**config.mk**
```make
export PLATFORM = sky130hd
export DESIGN_NAME = two_button_dimmer_controller_top
export DESIGN_NICKNAME = d
export VERILOG_FILES = /design/src/hw/rtl/tbdc_pkg.sv /design/src/hw/rtl/two_button_dimmer_controller_top.sv
export SDC_FILE = /design/constraint.sdc
export NUM_CORES = 1
export LEC_CHECK = 0
export BUFFER_PORTS_ARGS = -buffer_cell sky130_fd_sc_hd__buf_4
export CAP_MARGIN = 20
export CORE_AREA = 2 2 131 260
export DETAILED_ROUTE_END_ITERATION = 6
export DIE_AREA = 0 0 133 262
export HOLD_SLACK_MARGIN = 0.03
export PLACE_DENSITY = 0.86
export RECOVER_POWER = 50
export SLEW_MARGIN = 20
export SYNTH_ARGS = -nofsm -noshare
export SYNTH_HDL_FRONTEND = slang
export SYNTH_SLANG_ARGS = --single-unit
```
**constraint.sdc**
```tcl
create_clock -name clk_i -period 10.9 [get_ports clk_i]
set_clock_uncertainty 0.05 [all_clocks]
set_input_delay 1.635 -clock clk_i [delete_from_list [all_inputs] [get_ports clk_i]]
set_output_delay 1.635 -clock clk_i [all_outputs]
set_load 0.02 [all_outputs]
```
**src/hw/rtl/tbdc_pkg.sv**
```systemverilog
`timescale 1ns / 1ps
// Shared constants, codes and microcode program of the two-button dimmer controller.
package tbdc_pkg;

  // Default width of the millisecond time counter.
  localparam int unsigned TIME_BITS_DEF = 32;

  // Configuration port.
  localparam int unsigned CFG_W     = 16;
  localparam int unsigned CFG_IDX_W = 3;

  localparam logic [CFG_IDX_W-1:0] REG_DEBOUNCE = 3'd0;
  localparam logic [CFG_IDX_W-1:0] REG_SHORT    = 3'd1;
  localparam logic [CFG_IDX_W-1:0] REG_CYCLE    = 3'd2;
  localparam logic [CFG_IDX_W-1:0] REG_STEP     = 3'd3;
  localparam logic [CFG_IDX_W-1:0] REG_ON_LEVEL = 3'd4;

  localparam int unsigned STEP_W = 13;

  // Reset values of the configuration registers.
  localparam logic [CFG_W-1:0]  DEBOUNCE_RST = 16'd50;
  localparam logic [CFG_W-1:0]  SHORT_RST    = 16'd500;
  localparam logic [CFG_W-1:0]  CYCLE_RST    = 16'd4096;
  localparam logic [STEP_W-1:0] STEP_RST     = 13'd16;
  localparam logic [7:0]        ON_LEVEL_RST = 8'hFF;

  localparam logic [7:0] LEVEL_MAX = 8'hFF;
  localparam logic [7:0] LEVEL_MIN = 8'h00;

  // Dimming mode codes as reported on the result.
  localparam logic [1:0] MODE_CONST = 2'd0;
  localparam logic [1:0] MODE_UP    = 2'd1;
  localparam logic [1:0] MODE_DOWN  = 2'd2;

  // Microcode datapath operations.
  typedef enum logic [3:0] {
    OP_NONE,
    OP_TICK,
    OP_BTN_UP,
    OP_BTN_DN,
    OP_SETUP_MOD,
    OP_DIV,
    OP_SETUP_DIV,
    OP_APPLY,
    OP_EMIT
  } op_e;

  // Microcode sequencing conditions.
  typedef enum logic [2:0] {
    JC_NEXT,      // advance
    JC_WAIT_IN,   // hold until a transaction arrives, then advance
    JC_MODE_OFF,  // jump if not dimming
    JC_CYCLE_OFF, // jump if the ramp cycle length is zero
    JC_LOOP,      // jump while the iteration count is nonzero
    JC_WAIT_OUT,  // hold while the result slot is full, then jump
    JC_ALWAYS     // jump
  } jcond_e;

  localparam int unsigned PC_W = 4;

  typedef struct packed {
    op_e             op;
    jcond_e          cond;
    logic [PC_W-1:0] target;
  } uword_t;

  // Program step addresses.
  localparam logic [PC_W-1:0] PC_IDLE     = 4'd0;
  localparam logic [PC_W-1:0] PC_BTN_UP   = 4'd1;
  localparam logic [PC_W-1:0] PC_BTN_DN   = 4'd2;
  localparam logic [PC_W-1:0] PC_CHK_MODE = 4'd3;
  localparam logic [PC_W-1:0] PC_SETUP_MD = 4'd4;
  localparam logic [PC_W-1:0] PC_MOD_LOOP = 4'd5;
  localparam logic [PC_W-1:0] PC_SETUP_DV = 4'd6;
  localparam logic [PC_W-1:0] PC_DIV_LOOP = 4'd7;
  localparam logic [PC_W-1:0] PC_APPLY    = 4'd8;
  localparam logic [PC_W-1:0] PC_EMIT     = 4'd9;

  // Control store: one control word per program step.
  function automatic uword_t ucode_rom(logic [PC_W-1:0] pc);
    uword_t w;
    case (pc)
      PC_IDLE:     w = '{op: OP_TICK,      cond: JC_WAIT_IN,   target: PC_IDLE};
      PC_BTN_UP:   w = '{op: OP_BTN_UP,    cond: JC_NEXT,      target: PC_IDLE};
      PC_BTN_DN:   w = '{op: OP_BTN_DN,    cond: JC_NEXT,      target: PC_IDLE};
      PC_CHK_MODE: w = '{op: OP_NONE,      cond: JC_MODE_OFF,  target: PC_EMIT};
      PC_SETUP_MD: w = '{op: OP_SETUP_MOD, cond: JC_CYCLE_OFF, target: PC_SETUP_DV};
      PC_MOD_LOOP: w = '{op: OP_DIV,       cond: JC_LOOP,      target: PC_MOD_LOOP};
      PC_SETUP_DV: w = '{op: OP_SETUP_DIV, cond: JC_NEXT,      target: PC_IDLE};
      PC_DIV_LOOP: w = '{op: OP_DIV,       cond: JC_LOOP,      target: PC_DIV_LOOP};
      PC_APPLY:    w = '{op: OP_APPLY,     cond: JC_NEXT,      target: PC_IDLE};
      PC_EMIT:     w = '{op: OP_EMIT,      cond: JC_WAIT_OUT,  target: PC_IDLE};
      default:     w = '{op: OP_NONE,      cond: JC_ALWAYS,    target: PC_IDLE};
    endcase
    return w;
  endfunction

endpackage

```
**src/hw/rtl/two_button_dimmer_controller_top.sv**
```systemverilog
`timescale 1ns / 1ps
// Two-button dimmer controller: microcoded sequencer with shared bit-serial divider.
// Sequence: an accepted tick runs the up and down button steps and the mode check; when
//   not dimming it goes straight to emit, else the one-bit-per-cycle restoring divider runs
//   the modulo by the ramp cycle length (skipped when it is zero) and the step divide, then
//   applies the level. A new tick is refused until the program returns to its idle step and is
//   taken then, even while the previous result still waits in the output register.
// Reset: asynchronous, active low; clears time, buttons and mode, brightness to 0,
//   remembered on level to 255, pending PWM update set, configuration to defaults.
module two_button_dimmer_controller_top #(
  parameter int unsigned TIME_BITS = tbdc_pkg::TIME_BITS_DEF
) (
  input  logic                           clk_i,
  input  logic                           rst_ni,
  // tick transactions
  input  logic                           in_valid_i,
  output logic                           in_stall_o,
  input  logic                           up_level_i,
  input  logic                           down_level_i,
  // result transactions
  output logic                           out_valid_o,
  input  logic                           out_stall_i,
  output logic [7:0]                     level_o,
  output logic                           update_o,
  output logic [1:0]                     mode_o,
  // configuration writes
  input  logic                           cfg_we_i,
  input  logic [tbdc_pkg::CFG_IDX_W-1:0] cfg_index_i,
  input  logic [tbdc_pkg::CFG_W-1:0]     cfg_data_i
);
  import tbdc_pkg::*;

  localparam int unsigned CNT_W = $clog2(TIME_BITS);

  // Sequencer
  logic [PC_W-1:0] pc_q, pc_d;
  uword_t          uw;
  logic            in_acc, out_busy, hold;

  // Configuration
  logic [CFG_W-1:0]  deb_q, deb_d;
  logic [CFG_W-1:0]  short_q, short_d;
  logic [CFG_W-1:0]  cycle_q, cycle_d;
  logic [STEP_W-1:0] step_q, step_d;

  // Controller state
  logic [TIME_BITS-1:0] time_q, time_d;
  logic                 up_lvl_q, up_lvl_d, dn_lvl_q, dn_lvl_d;
  logic                 up_pr_q, up_pr_d, dn_pr_q, dn_pr_d;
  logic [TIME_BITS-1:0] up_at_q, up_at_d, dn_at_q, dn_at_d;
  logic [1:0]           mode_q, mode_d;
  logic [7:0]           bri_q, bri_d, lap_q, lap_d, last_on_q, last_on_d;
  logic [TIME_BITS-1:0] start_q, start_d;
  logic                 upd_q, upd_d;

  // Divider
  logic [TIME_BITS-1:0] dvd_q, dvd_d;
  logic [CFG_W-1:0]     rem_q, rem_d, div_q, div_d;
  logic [CNT_W-1:0]     cnt_q, cnt_d;
  logic [CFG_W:0]       rem_sh, rem_sub;
  logic                 rem_ge;

  // Output register
  logic       out_valid_q, out_valid_d;
  logic [7:0] out_level_q, out_level_d;
  logic       out_upd_q, out_upd_d;
  logic [1:0] out_mode_q, out_mode_d;

  // Button step helpers
  logic                 sel_up, b_lvl, b_pr, b_want, b_fire;
  logic [TIME_BITS-1:0] b_at, b_since;
  logic [1:0]           b_dir;
  logic [7:0]           n_up, n_dn, steps;

  assign uw         = ucode_rom(pc_q);
  assign in_stall_o = (pc_q != PC_IDLE);
  assign in_acc     = in_valid_i && !in_stall_o;
  assign out_busy   = out_valid_q && out_stall_i;
  // Hold the current step while waiting on either channel.
  assign hold       = ((uw.cond == JC_WAIT_IN) && !in_acc) ||
                      ((uw.cond == JC_WAIT_OUT) && out_busy);

  // Next step address.
  always_comb begin
    case (uw.cond)
      JC_NEXT:      pc_d = pc_q + 1'b1;
      JC_WAIT_IN:   pc_d = in_acc ? pc_q + 1'b1 : pc_q;
      JC_MODE_OFF:  pc_d = (mode_q == MODE_CONST) ? uw.target : pc_q + 1'b1;
      JC_CYCLE_OFF: pc_d = (cycle_q == '0) ? uw.target : pc_q + 1'b1;
      JC_LOOP:      pc_d = (cnt_q != '0) ? uw.target : pc_q + 1'b1;
      JC_WAIT_OUT:  pc_d = out_busy ? pc_q : uw.target;
      JC_ALWAYS:    pc_d = uw.target;
      default:      pc_d = PC_IDLE;
    endcase
  end

  // Button debounce and edge handling, shared by both buttons.
  assign sel_up  = (uw.op == OP_BTN_UP);
  assign b_lvl   = sel_up ? up_lvl_q : dn_lvl_q;
  assign b_pr    = sel_up ? up_pr_q : dn_pr_q;
  assign b_at    = sel_up ? up_at_q : dn_at_q;
  assign b_dir   = sel_up ? MODE_UP : MODE_DOWN;
  assign b_want  = !b_lvl;
  assign b_since = time_q - b_at;
  assign b_fire  = (b_want != b_pr) && (b_since > TIME_BITS'(deb_q));

  // One restoring division step: shift in the next dividend bit, subtract if it fits.
  assign rem_sh  = {rem_q, dvd_q[TIME_BITS-1]};
  assign rem_ge  = (rem_sh >= {1'b0, div_q});
  assign rem_sub = rem_sh - {1'b0, div_q};

  // Ramp level from the low quotient byte.
  assign steps = dvd_q[7:0];
  assign n_up  = lap_q + steps;
  assign n_dn  = lap_q - steps;

  always_comb begin
    time_d      = time_q;
    up_lvl_d    = up_lvl_q;
    dn_lvl_d    = dn_lvl_q;
    up_pr_d     = up_pr_q;
    dn_pr_d     = dn_pr_q;
    up_at_d     = up_at_q;
    dn_at_d     = dn_at_q;
    mode_d      = mode_q;
    bri_d       = bri_q;
    lap_d       = lap_q;
    last_on_d   = last_on_q;
    start_d     = start_q;
    upd_d       = upd_q;
    dvd_d       = dvd_q;
    rem_d       = rem_q;
    div_d       = div_q;
    cnt_d       = cnt_q;
    out_level_d = out_level_q;
    out_upd_d   = out_upd_q;
    out_mode_d  = out_mode_q;
    out_valid_d = out_stall_i ? out_valid_q : 1'b0;
    deb_d       = deb_q;
    short_d     = short_q;
    cycle_d     = cycle_q;
    step_d      = step_q;

    if (!hold) begin
      case (uw.op)
        OP_TICK: begin
          // Advance time and capture the raw pin levels.
          time_d   = time_q + 1'b1;
          up_lvl_d = up_level_i;
          dn_lvl_d = down_level_i;
        end
        OP_BTN_UP, OP_BTN_DN: begin
          if (b_fire) begin
            if (sel_up) begin
              up_pr_d = b_want;
              up_at_d = time_q;
            end else begin
              dn_pr_d = b_want;
              dn_at_d = time_q;
            end
            start_d = time_q;
            if (b_want) begin
              // Press: start dimming from the current level.
              lap_d  = bri_q;
              mode_d = b_dir;
            end else begin
              mode_d = MODE_CONST;
              // Short click toggles the lamp.
              if (b_since < TIME_BITS'(short_q)) begin
                if (lap_q == LEVEL_MIN) begin
                  bri_d = last_on_q;
                end else begin
                  last_on_d = lap_q;
                  bri_d     = LEVEL_MIN;
                end
                upd_d = 1'b1;
              end
            end
          end
        end
        OP_SETUP_MOD: begin
          // Elapsed ramp time, reduced modulo the cycle length next.
          dvd_d = time_q - start_q;
          rem_d = '0;
          div_d = cycle_q;
          cnt_d = CNT_W'(TIME_BITS - 1);
        end
        OP_DIV: begin
          rem_d = rem_ge ? rem_sub[CFG_W-1:0] : rem_sh[CFG_W-1:0];
          dvd_d = {dvd_q[TIME_BITS-2:0], rem_ge};
          cnt_d = cnt_q - 1'b1;
        end
        OP_SETUP_DIV: begin
          // Divide by the step time; a zero step counts as one millisecond.
          div_d = (step_q == '0) ? CFG_W'(1) : CFG_W'(step_q);
          rem_d = '0;
          if (cycle_q != '0) begin
            // Remainder fits 16 bits: run only those bits through the divider.
            dvd_d = TIME_BITS'(rem_q) << (TIME_BITS - CFG_W);
            cnt_d = CNT_W'(CFG_W - 1);
          end else begin
            cnt_d = CNT_W'(TIME_BITS - 1);
          end
        end
        OP_APPLY: begin
          // Clamp when the ramp wraps past the current level.
          if (mode_q == MODE_UP) begin
            bri_d = (n_up < bri_q) ? LEVEL_MAX : n_up;
          end else begin
            bri_d = (n_dn > bri_q) ? LEVEL_MIN : n_dn;
          end
          upd_d = 1'b1;
        end
        OP_EMIT: begin
          out_valid_d = 1'b1;
          out_level_d = bri_q;
          out_upd_d   = upd_q;
          out_mode_d  = mode_q;
          upd_d       = 1'b0;
        end
        default: begin
        end
      endcase
    end

    // Configuration writes must arrive only while the sequencer is idle; the block does not enforce it.
    if (cfg_we_i) begin
      case (cfg_index_i)
        REG_DEBOUNCE: deb_d     = cfg_data_i;
        REG_SHORT:    short_d   = cfg_data_i;
        REG_CYCLE:    cycle_d   = cfg_data_i;
        REG_STEP:     step_d    = cfg_data_i[STEP_W-1:0];
        REG_ON_LEVEL: last_on_d = cfg_data_i[7:0];
        default: begin
        end
      endcase
    end
  end

  always_ff @(posedge clk_i or negedge rst_ni) begin
    if (!rst_ni) begin
      pc_q        <= PC_IDLE;
      deb_q       <= DEBOUNCE_RST;
      short_q     <= SHORT_RST;
      cycle_q     <= CYCLE_RST;
      step_q      <= STEP_RST;
      time_q      <= '0;
      up_lvl_q    <= 1'b1;
      dn_lvl_q    <= 1'b1;
      up_pr_q     <= 1'b0;
      dn_pr_q     <= 1'b0;
      up_at_q     <= '0;
      dn_at_q     <= '0;
      mode_q      <= MODE_CONST;
      bri_q       <= LEVEL_MIN;
      lap_q       <= LEVEL_MIN;
      last_on_q   <= ON_LEVEL_RST;
      start_q     <= '0;
      upd_q       <= 1'b1;
      cnt_q       <= '0;
      out_valid_q <= 1'b0;
    end else begin
      pc_q        <= pc_d;
      deb_q       <= deb_d;
      short_q     <= short_d;
      cycle_q     <= cycle_d;
      step_q      <= step_d;
      time_q      <= time_d;
      up_lvl_q    <= up_lvl_d;
      dn_lvl_q    <= dn_lvl_d;
      up_pr_q     <= up_pr_d;
      dn_pr_q     <= dn_pr_d;
      up_at_q     <= up_at_d;
      dn_at_q     <= dn_at_d;
      mode_q      <= mode_d;
      bri_q       <= bri_d;
      lap_q       <= lap_d;
      last_on_q   <= last_on_d;
      start_q     <= start_d;
      upd_q       <= upd_d;
      cnt_q       <= cnt_d;
      out_valid_q <= out_valid_d;
    end
  end

  // Datapath and result payload: no reset needed.
  always_ff @(posedge clk_i) begin
    dvd_q       <= dvd_d;
    rem_q       <= rem_d;
    div_q       <= div_d;
    out_level_q <= out_level_d;
    out_upd_q   <= out_upd_d;
    out_mode_q  <= out_mode_d;
  end

  assign out_valid_o = out_valid_q;
  assign level_o     = out_level_q;
  assign update_o    = out_upd_q;
  assign mode_o      = out_mode_q;

endmodule

```
Word level (Yosys, flattened, before mapping)
Memories as Yosys holds them, arrays and structs flattened.
Index checks and enable logic that the tools add are counted.
{"block": "word_totals", "romBits": 176, "inputBits": 26, "ff_bits": 305, "out_inout_bits": 13, "memories": 1, "elab_cells": 153}
{"block": "classes", "bitwise": 3, "mux": 42, "reduce_logical": 42, "n_eq_ne": 26, "n_addsub": 8, "magnitude_cmp": 5}
{"name": "(no name shown)", "depth": 16, "width": 11, "rd": 1, "rd_clocked_by_memory_dff": 0, "wr": 0, "line_no": "tbdc_pkg.sv:82", "text": "case (pc)"}
{"op": "8-bit 2-to-1 mux", "count": 15}
{"op": "32-bit one-hot mux with 3 select lines", "count": 1}
{"op": "32-bit 2-to-1 mux", "count": 2}
{"op": "16-bit one-hot mux with 2 select lines", "count": 2}
{"op": "32-bit subtractor", "count": 2}
{"op": "32-bit by 1-bit adder with 32-bit output (second input constant)", "count": 1}
{"op": "32-bit by 16-bit > comparator with 1-bit output", "count": 1}
{"op": "32-bit by 16-bit < comparator with 1-bit output", "count": 1}
{"op": "4-bit one-hot mux with 7 select lines", "count": 1}
{"op": "4-bit 2-to-1 mux", "count": 5}
{"op": "2-bit AND reduction", "count": 10}
{"op": "17-bit by 16-bit >= comparator with 1-bit output", "count": 1}
{"op": "4-bit by 3-bit == test with 1-bit output (second input constant)", "count": 4}
{"op": "16-bit zero test", "count": 1}
{"op": "16-bit 2-to-1 mux", "count": 1}
{"op": "8-bit one-hot mux with 2 select lines", "count": 1}
{"op": "16-bit nonzero test", "count": 1}
{"op": "16-bit subtractor", "count": 1}
{"op": "5-bit one-hot mux with 3 select lines", "count": 1}
{"op": "13-bit zero test", "count": 1}
{"op": "13-bit 2-to-1 mux", "count": 1}
{"op": "3-bit by 2-bit == test with 1-bit output (second input constant)", "count": 4}
{"op": "3-bit == test (second input constant)", "count": 4}
{"op": "2-bit inequality test (second input constant)", "count": 6}
{"op": "31 further kinds", "count": 58}

Logic depth before layout (Yosys ltp)
An unclocked memory read counts as a cell.
{"block": "logic_depth", "word_depth": 12, "ltp_mapped": 30, "ltp_nobuf": 27}

Worst setup path after synthesis
Ideal clock, no wire load.
{"block": "synth_timing", "kind": "register -> register", "startpoint": "register pc_q[0]", "endpoint": "register bri_q[6]", "arrival_ns": 5.844, "path_stages_with_launch": 30, "path_slack_ns": 4.865, "t_required_ns": 10.710, "synth_period_minus_slack_ns": 6.035, "n_path_buf": 2, "setup_time_ns": 0.140, "cell_sequence": "dfrtp_1 clkbuf_1 inv_1 ha_1 nor3b_4 nand2_4 buf_1 nand2_1 nand2_1 ha_1 inv_1 fa_1 a211oi_1 nor2_1 o21a_1 nor2_1 o21bai_1 a21oi_1 xnor2_1 ha_1 a21o_1 a21o_1 a21oi_1 nor2_1 a2111oi_0 o211a_1 nand2_1 or4_1 a2111oi_0 a211oi_1"}
{"block": "synth_between", "elab_chain_len": 8, "elab_cells_between_ends": 30, "classes_between": "add/sub (1); order compare (2); eq/ne (9); mux (4); bitwise (1); reduce/logical (12); memory (1)"}
{"item": "start, declared", "line_no": "two_button_dimmer_controller_top.sv:36", "text": "logic [PC_W-1:0] pc_q, pc_d;"}
{"item": "start signal, assigned", "line_no": "two_button_dimmer_controller_top.sv:263", "text": "pc_q <= pc_d;"}
{"item": "memory read 16 x 11 bit or 4-bit nonzero test (tied branches)"}
{"item": "4-bit by 2-bit == test with 1-bit output or 1-bit zero test (tied branches)", "line_no": "two_button_dimmer_controller_top.sv:98, two_button_dimmer_controller_top.sv:145, two_button_dimmer_controller_top.sv:77"}
{"item": "32-bit 2-to-1 mux, or another cell as far along", "line_no": "two_button_dimmer_controller_top.sv:101", "text": "assign b_at = sel_up ? up_at_q : dn_at_q;"}
{"item": "32-bit subtractor, or another cell as far along", "line_no": "two_button_dimmer_controller_top.sv:104", "text": "assign b_since = time_q - b_at;"}
{"item": "32-bit by 16-bit > comparator with 1-bit output, or another cell as far along", "line_no": "two_button_dimmer_controller_top.sv:105", "text": "assign b_fire = (b_want != b_pr) && (b_since > TIME_BITS'(deb_q));"}
{"item": "1-bit logical AND or 1-bit logical OR (tied branches)", "line_no": "two_button_dimmer_controller_top.sv:105, two_button_dimmer_controller_top.sv:80"}
{"item": "2-bit inequality test (no source line) or 1-bit NOT (tied branches)"}
{"item": "5-bit AND reduction (no source line)"}
{"item": "end signal, assigned", "line_no": "two_button_dimmer_controller_top.sv:276", "text": "bri_q <= bri_d;"}
{"item": "end, declared", "line_no": "two_button_dimmer_controller_top.sv:52", "text": "logic [7:0] bri_q, bri_d, lap_q, lap_d, last_on_q, last_on_d;"}
Parallel ways exist; a longest one is shown, timed or not.
A chain may end at the register's enable or synchronous reset.

Worst setup path after layout
{"block": "layout_timing", "startpoint": "register pc_q[0]", "endpoint": "register dn_at_q[2]"}
{"block": "layout_between", "elab_chain_len": 8, "elab_cells_between_ends": 24, "classes_between": "add/sub (1); order compare (1); eq/ne (5); mux (3); bitwise (2); reduce/logical (11); memory (1)"}
{"item": "branches (longest 7 deep; another with 32-bit subtractor)"}
{"item": "4-bit AND reduction (no source line) (*)"}
{"item": "end signal, assigned", "line_no": "two_button_dimmer_controller_top.sv:274", "text": "dn_at_q <= dn_at_d;"}
{"item": "end, declared", "line_no": "two_button_dimmer_controller_top.sv:50", "text": "logic [TIME_BITS-1:0] up_at_q, up_at_d, dn_at_q, dn_at_d;"}
Every way passes the cells marked *.

==> metrics <==
outcome complete, but fails checks; failing checks max-capacitance violations, max-slew violations; Final ANT Viol Nets 0; setup TNS 0 ns; all-layer global routing usage 30.6%; crit path DAT between 7 and 8 ns; final wirelength between 50,000 and 60,000 um; num rows 94; Die Y-Extent between 200 and 300 um; Vias per Instance 6.37; sw power 2.86 mW; CTS Hold Buffers Added 0; Mapped Area 0.0194 mm^2; RSZ-0062 raised after global routing false; Post-Place Setup Slack ~4.1 ns; Sequential Power Share roughly 27%; Hold Crit Class flip-flop to flip-flop; Root Driver clkbuf_16; post-synthesis sequential area ratio between 40% and 50%; combinational power share a little under three fifths; first-pass GRT wire length just over 80,000 um; initial core utilization about three fifths; Worst Setup End Kind flip-flop; cts bufs inserted 27; num ports 39; syn_nets a little over 2,000; Int Pwr about 3.6 mW; CTS sink count slightly above 300; fin util between 60% and 70%; Leakage Power ~10 nW; flops & latches, synth 305; Slew @ Worst Pin between 4 and 5 ns; detailed-route DRC error count 0; maxcap violations 3; CTS H-Tree Depth 1; clk buf depth 3; setup bufs post-CTS 0; via count of the routed design 15,049; startpoint types flip-flop; hold_sp last_on_q[3]; nets 2,089; required time worst endpoint ~11 ns; synth-to-layout area growth 7.50%; drt first pass iters 5; total power 6.48 mW; CP startpoint pc_q[0]; Main synth FF type dfrtp_1; Die Wd 133 um; diode count 0; met3 Track Usage GR between 3 and 4%; number of port buffers 38; vias in the first global route 15,437; routing usage on met2 roughly 58%; Avg Synthesized Cell Area just over 10 um^2; Setup-failing EPs final 0; GRT busiest layer met2; cells after synthesis between 1,500 and 2,000; origin of the critical flop-to-flop path pc_q[0]; largest net degree at the start of global routing 90; VDD IR max ~0.16 mV; routability cong. about 0.96; Ys Warns 0; final std cells w/o fill ~2,400; met1 Usage GRT around 30%; GR Overflow Total 0; asr flop ratio synth about 75%; # placed instances ~2,300; worst-path maximum fanout 37; share of cells above drive strength 1 about an eighth; CTS resizes 0; PD cells ~310 mW/mm^2; core area 0.0328 mm^2; Slew headroom -231%; clock power share roughly 16%; post-DP HPWL 40,100 um; WS Path Type flip-flop to flip-flop; die area around 0.035 mm^2; Worst-path clk slew roughly 0.070 ns; Worst Setup Slack, final 3.96 ns; initial antenna violation count 0; Post-synth EDFFs 75; switching share of power between 40 and 50%; final slew viol count about 160; worst-skew pair later-pin latency 0.56 ns; wire per inst between 20 and 25 um; Period Utilization, post-route around 64%; Tmin final just under 7 ns; CTS tree yes; Peak Freq between 100 and 150 MHz; endpoints failing hold 0; initial DRC count 1,060; Synth cell types approximately 110
## sequential cells by signal, indices dropped and copies added (netlist names), 5 cells and up
register	cells
rem_q	16
dvd_q	32
dn_at_q	32
start_q	32
cnt_q	5
bri_q	8
deb_q	16
cycle_q	16
time_q	32
last_on_q	8
div_q	16
lap_q	8
up_at_q	32
level_o	8
short_q	16
step_q	13
## cell families (layout without fill, tap and decap cells)
logic type               after synthesis  in the layout  synth area share (%)
AND/OR/NAND/NOR                      484            484                  12.5
AO/OA/AOI/OAI                        461            461                  15.7
flip-flops                           305            305                  41.5
buffers and inverters                198            240                  4.52
multiplexers                         189            189                  11.2
adder cells (fa/ha/maj)              153            153                  10.1
XOR/XNOR                              99             99                  4.48
## synth_stat cells, drive strengths merged (11+ instances only)
cell      n  share of area [%]
and3     21               0.71
dfrtp   208                 27
o21ai   116                3.0
mux2    130                8.1
nor4     15               0.67
nand2b   24               0.78
xnor2    61                2.8
a21oi   117                3.1
ha      148                9.6
nand4    19               0.61
nand3    30               0.84
a22oi    17               0.66
a21o     35                1.4
nand2   177                3.5
mux2i    59                3.1
clkbuf   32               0.69
nor2b    21               0.68
a31oi    20               0.65
buf      28                1.2
nor2    118                2.3
dfstp    22                3.0
edfxtp   75                 12
inv     138                2.7
xor2     38                1.7
o211ai   14               0.57
o21bai   11               0.43
o21a     19               0.74
nor3     19               0.49
a211oi   24               0.93
## metal layers
layer  wire (um)  up-vias
li1            -     6852
met1       17800     7363
met2       28100      586
met3        2080      248
met4        5290        0
met5           0        -
## through the flow
stage / instance area (um^2) / hold slack, ns
6_report: 20800 / 0.433
2_1_floorplan: 19400 / 0.397
3_3_place_gp: 20000 / 0.411
4_1_cts: 20900 / 0.429
5_1_grt: 20800 / 0.441
3_5_place_dp: 20000 / 0.419
## worst max-delay path: stages (launching register included)
cell and delay [ns]:
dfrtp_1 0.56, inv_1 0.19, ha_1 0.39, nor3b_4 0.19, nand2_4 0.51, nand2_1 0.13, nand2_1 0.10, ha_1 0.17
inv_1 0.06, fa_1 0.42, a211oi_1 0.26, nor2_1 0.12, o21a_1 0.18, nor2_1 0.15, o21bai_1 0.08, a21oi_1 0.19
xnor2_1 0.21, ha_1 0.30, and4_1 0.18, a221o_1 0.35, a21oi_1 0.14, a21oi_1 0.15, nor4b_2 0.40, nand4b_4 0.26
nand3_4 0.62, mux2_2 0.41
## power groups by stage
stage / logic [mW] / clock network, mW / registers [mW]
after floorplan: 2.79 / 0 / 1.67
after global placement: 3.46 / 0 / 1.75
after detailed placement: 3.60 / 0 / 1.76
after CTS: 3.64 / 1.04 / 1.74
after global routing: 4.02 / 1.09 / 1.77
final: 3.69 / 1.04 / 1.75
## cell usage in the layout (no fill, tap or decap), drive strengths merged, types with 20 or more instances in the layout
cell type and n:
a211oi 24, xnor2 61, a31oi 20, buf 31, a21oi 117, mux2 130, mux2i 59, and3 21
o21ai 116, ha 148, nor2b 21, clkbuf 56, xor2 38, nor2 118, nand2b 24, a21o 35
nand3 30, dfrtp 208, nand2 177, dfstp 22, inv 142, edfxtp 75
## final cells by class
class,count,area [um^2]
Fill cell,2469,12000
Multi-Input combinational cell,1386,10500
Sequential cell,305,8040
Clock buffer,35,778
Tap cell,432,541
Inverter,138,518
Timing Repair Buffer,52,315
Clock inverter,15,171
## path summary, 6_finish.rpt
kind                       slack [ns]            to  depth (start not counted)
hold reg to reg                  0.43  last_on_q[3]                          2
min in group asynchronous        2.83    short_q[3]                          1
setup reg to reg                 3.96    dn_at_q[2]                         25
setup / recovery                 3.96    dn_at_q[2]                         25
max in group asynchronous        4.23   start_q[25]                          3
hold / removal                   0.43  last_on_q[3]                          2
Note: power is estimated with default switching activity, not from simulation.
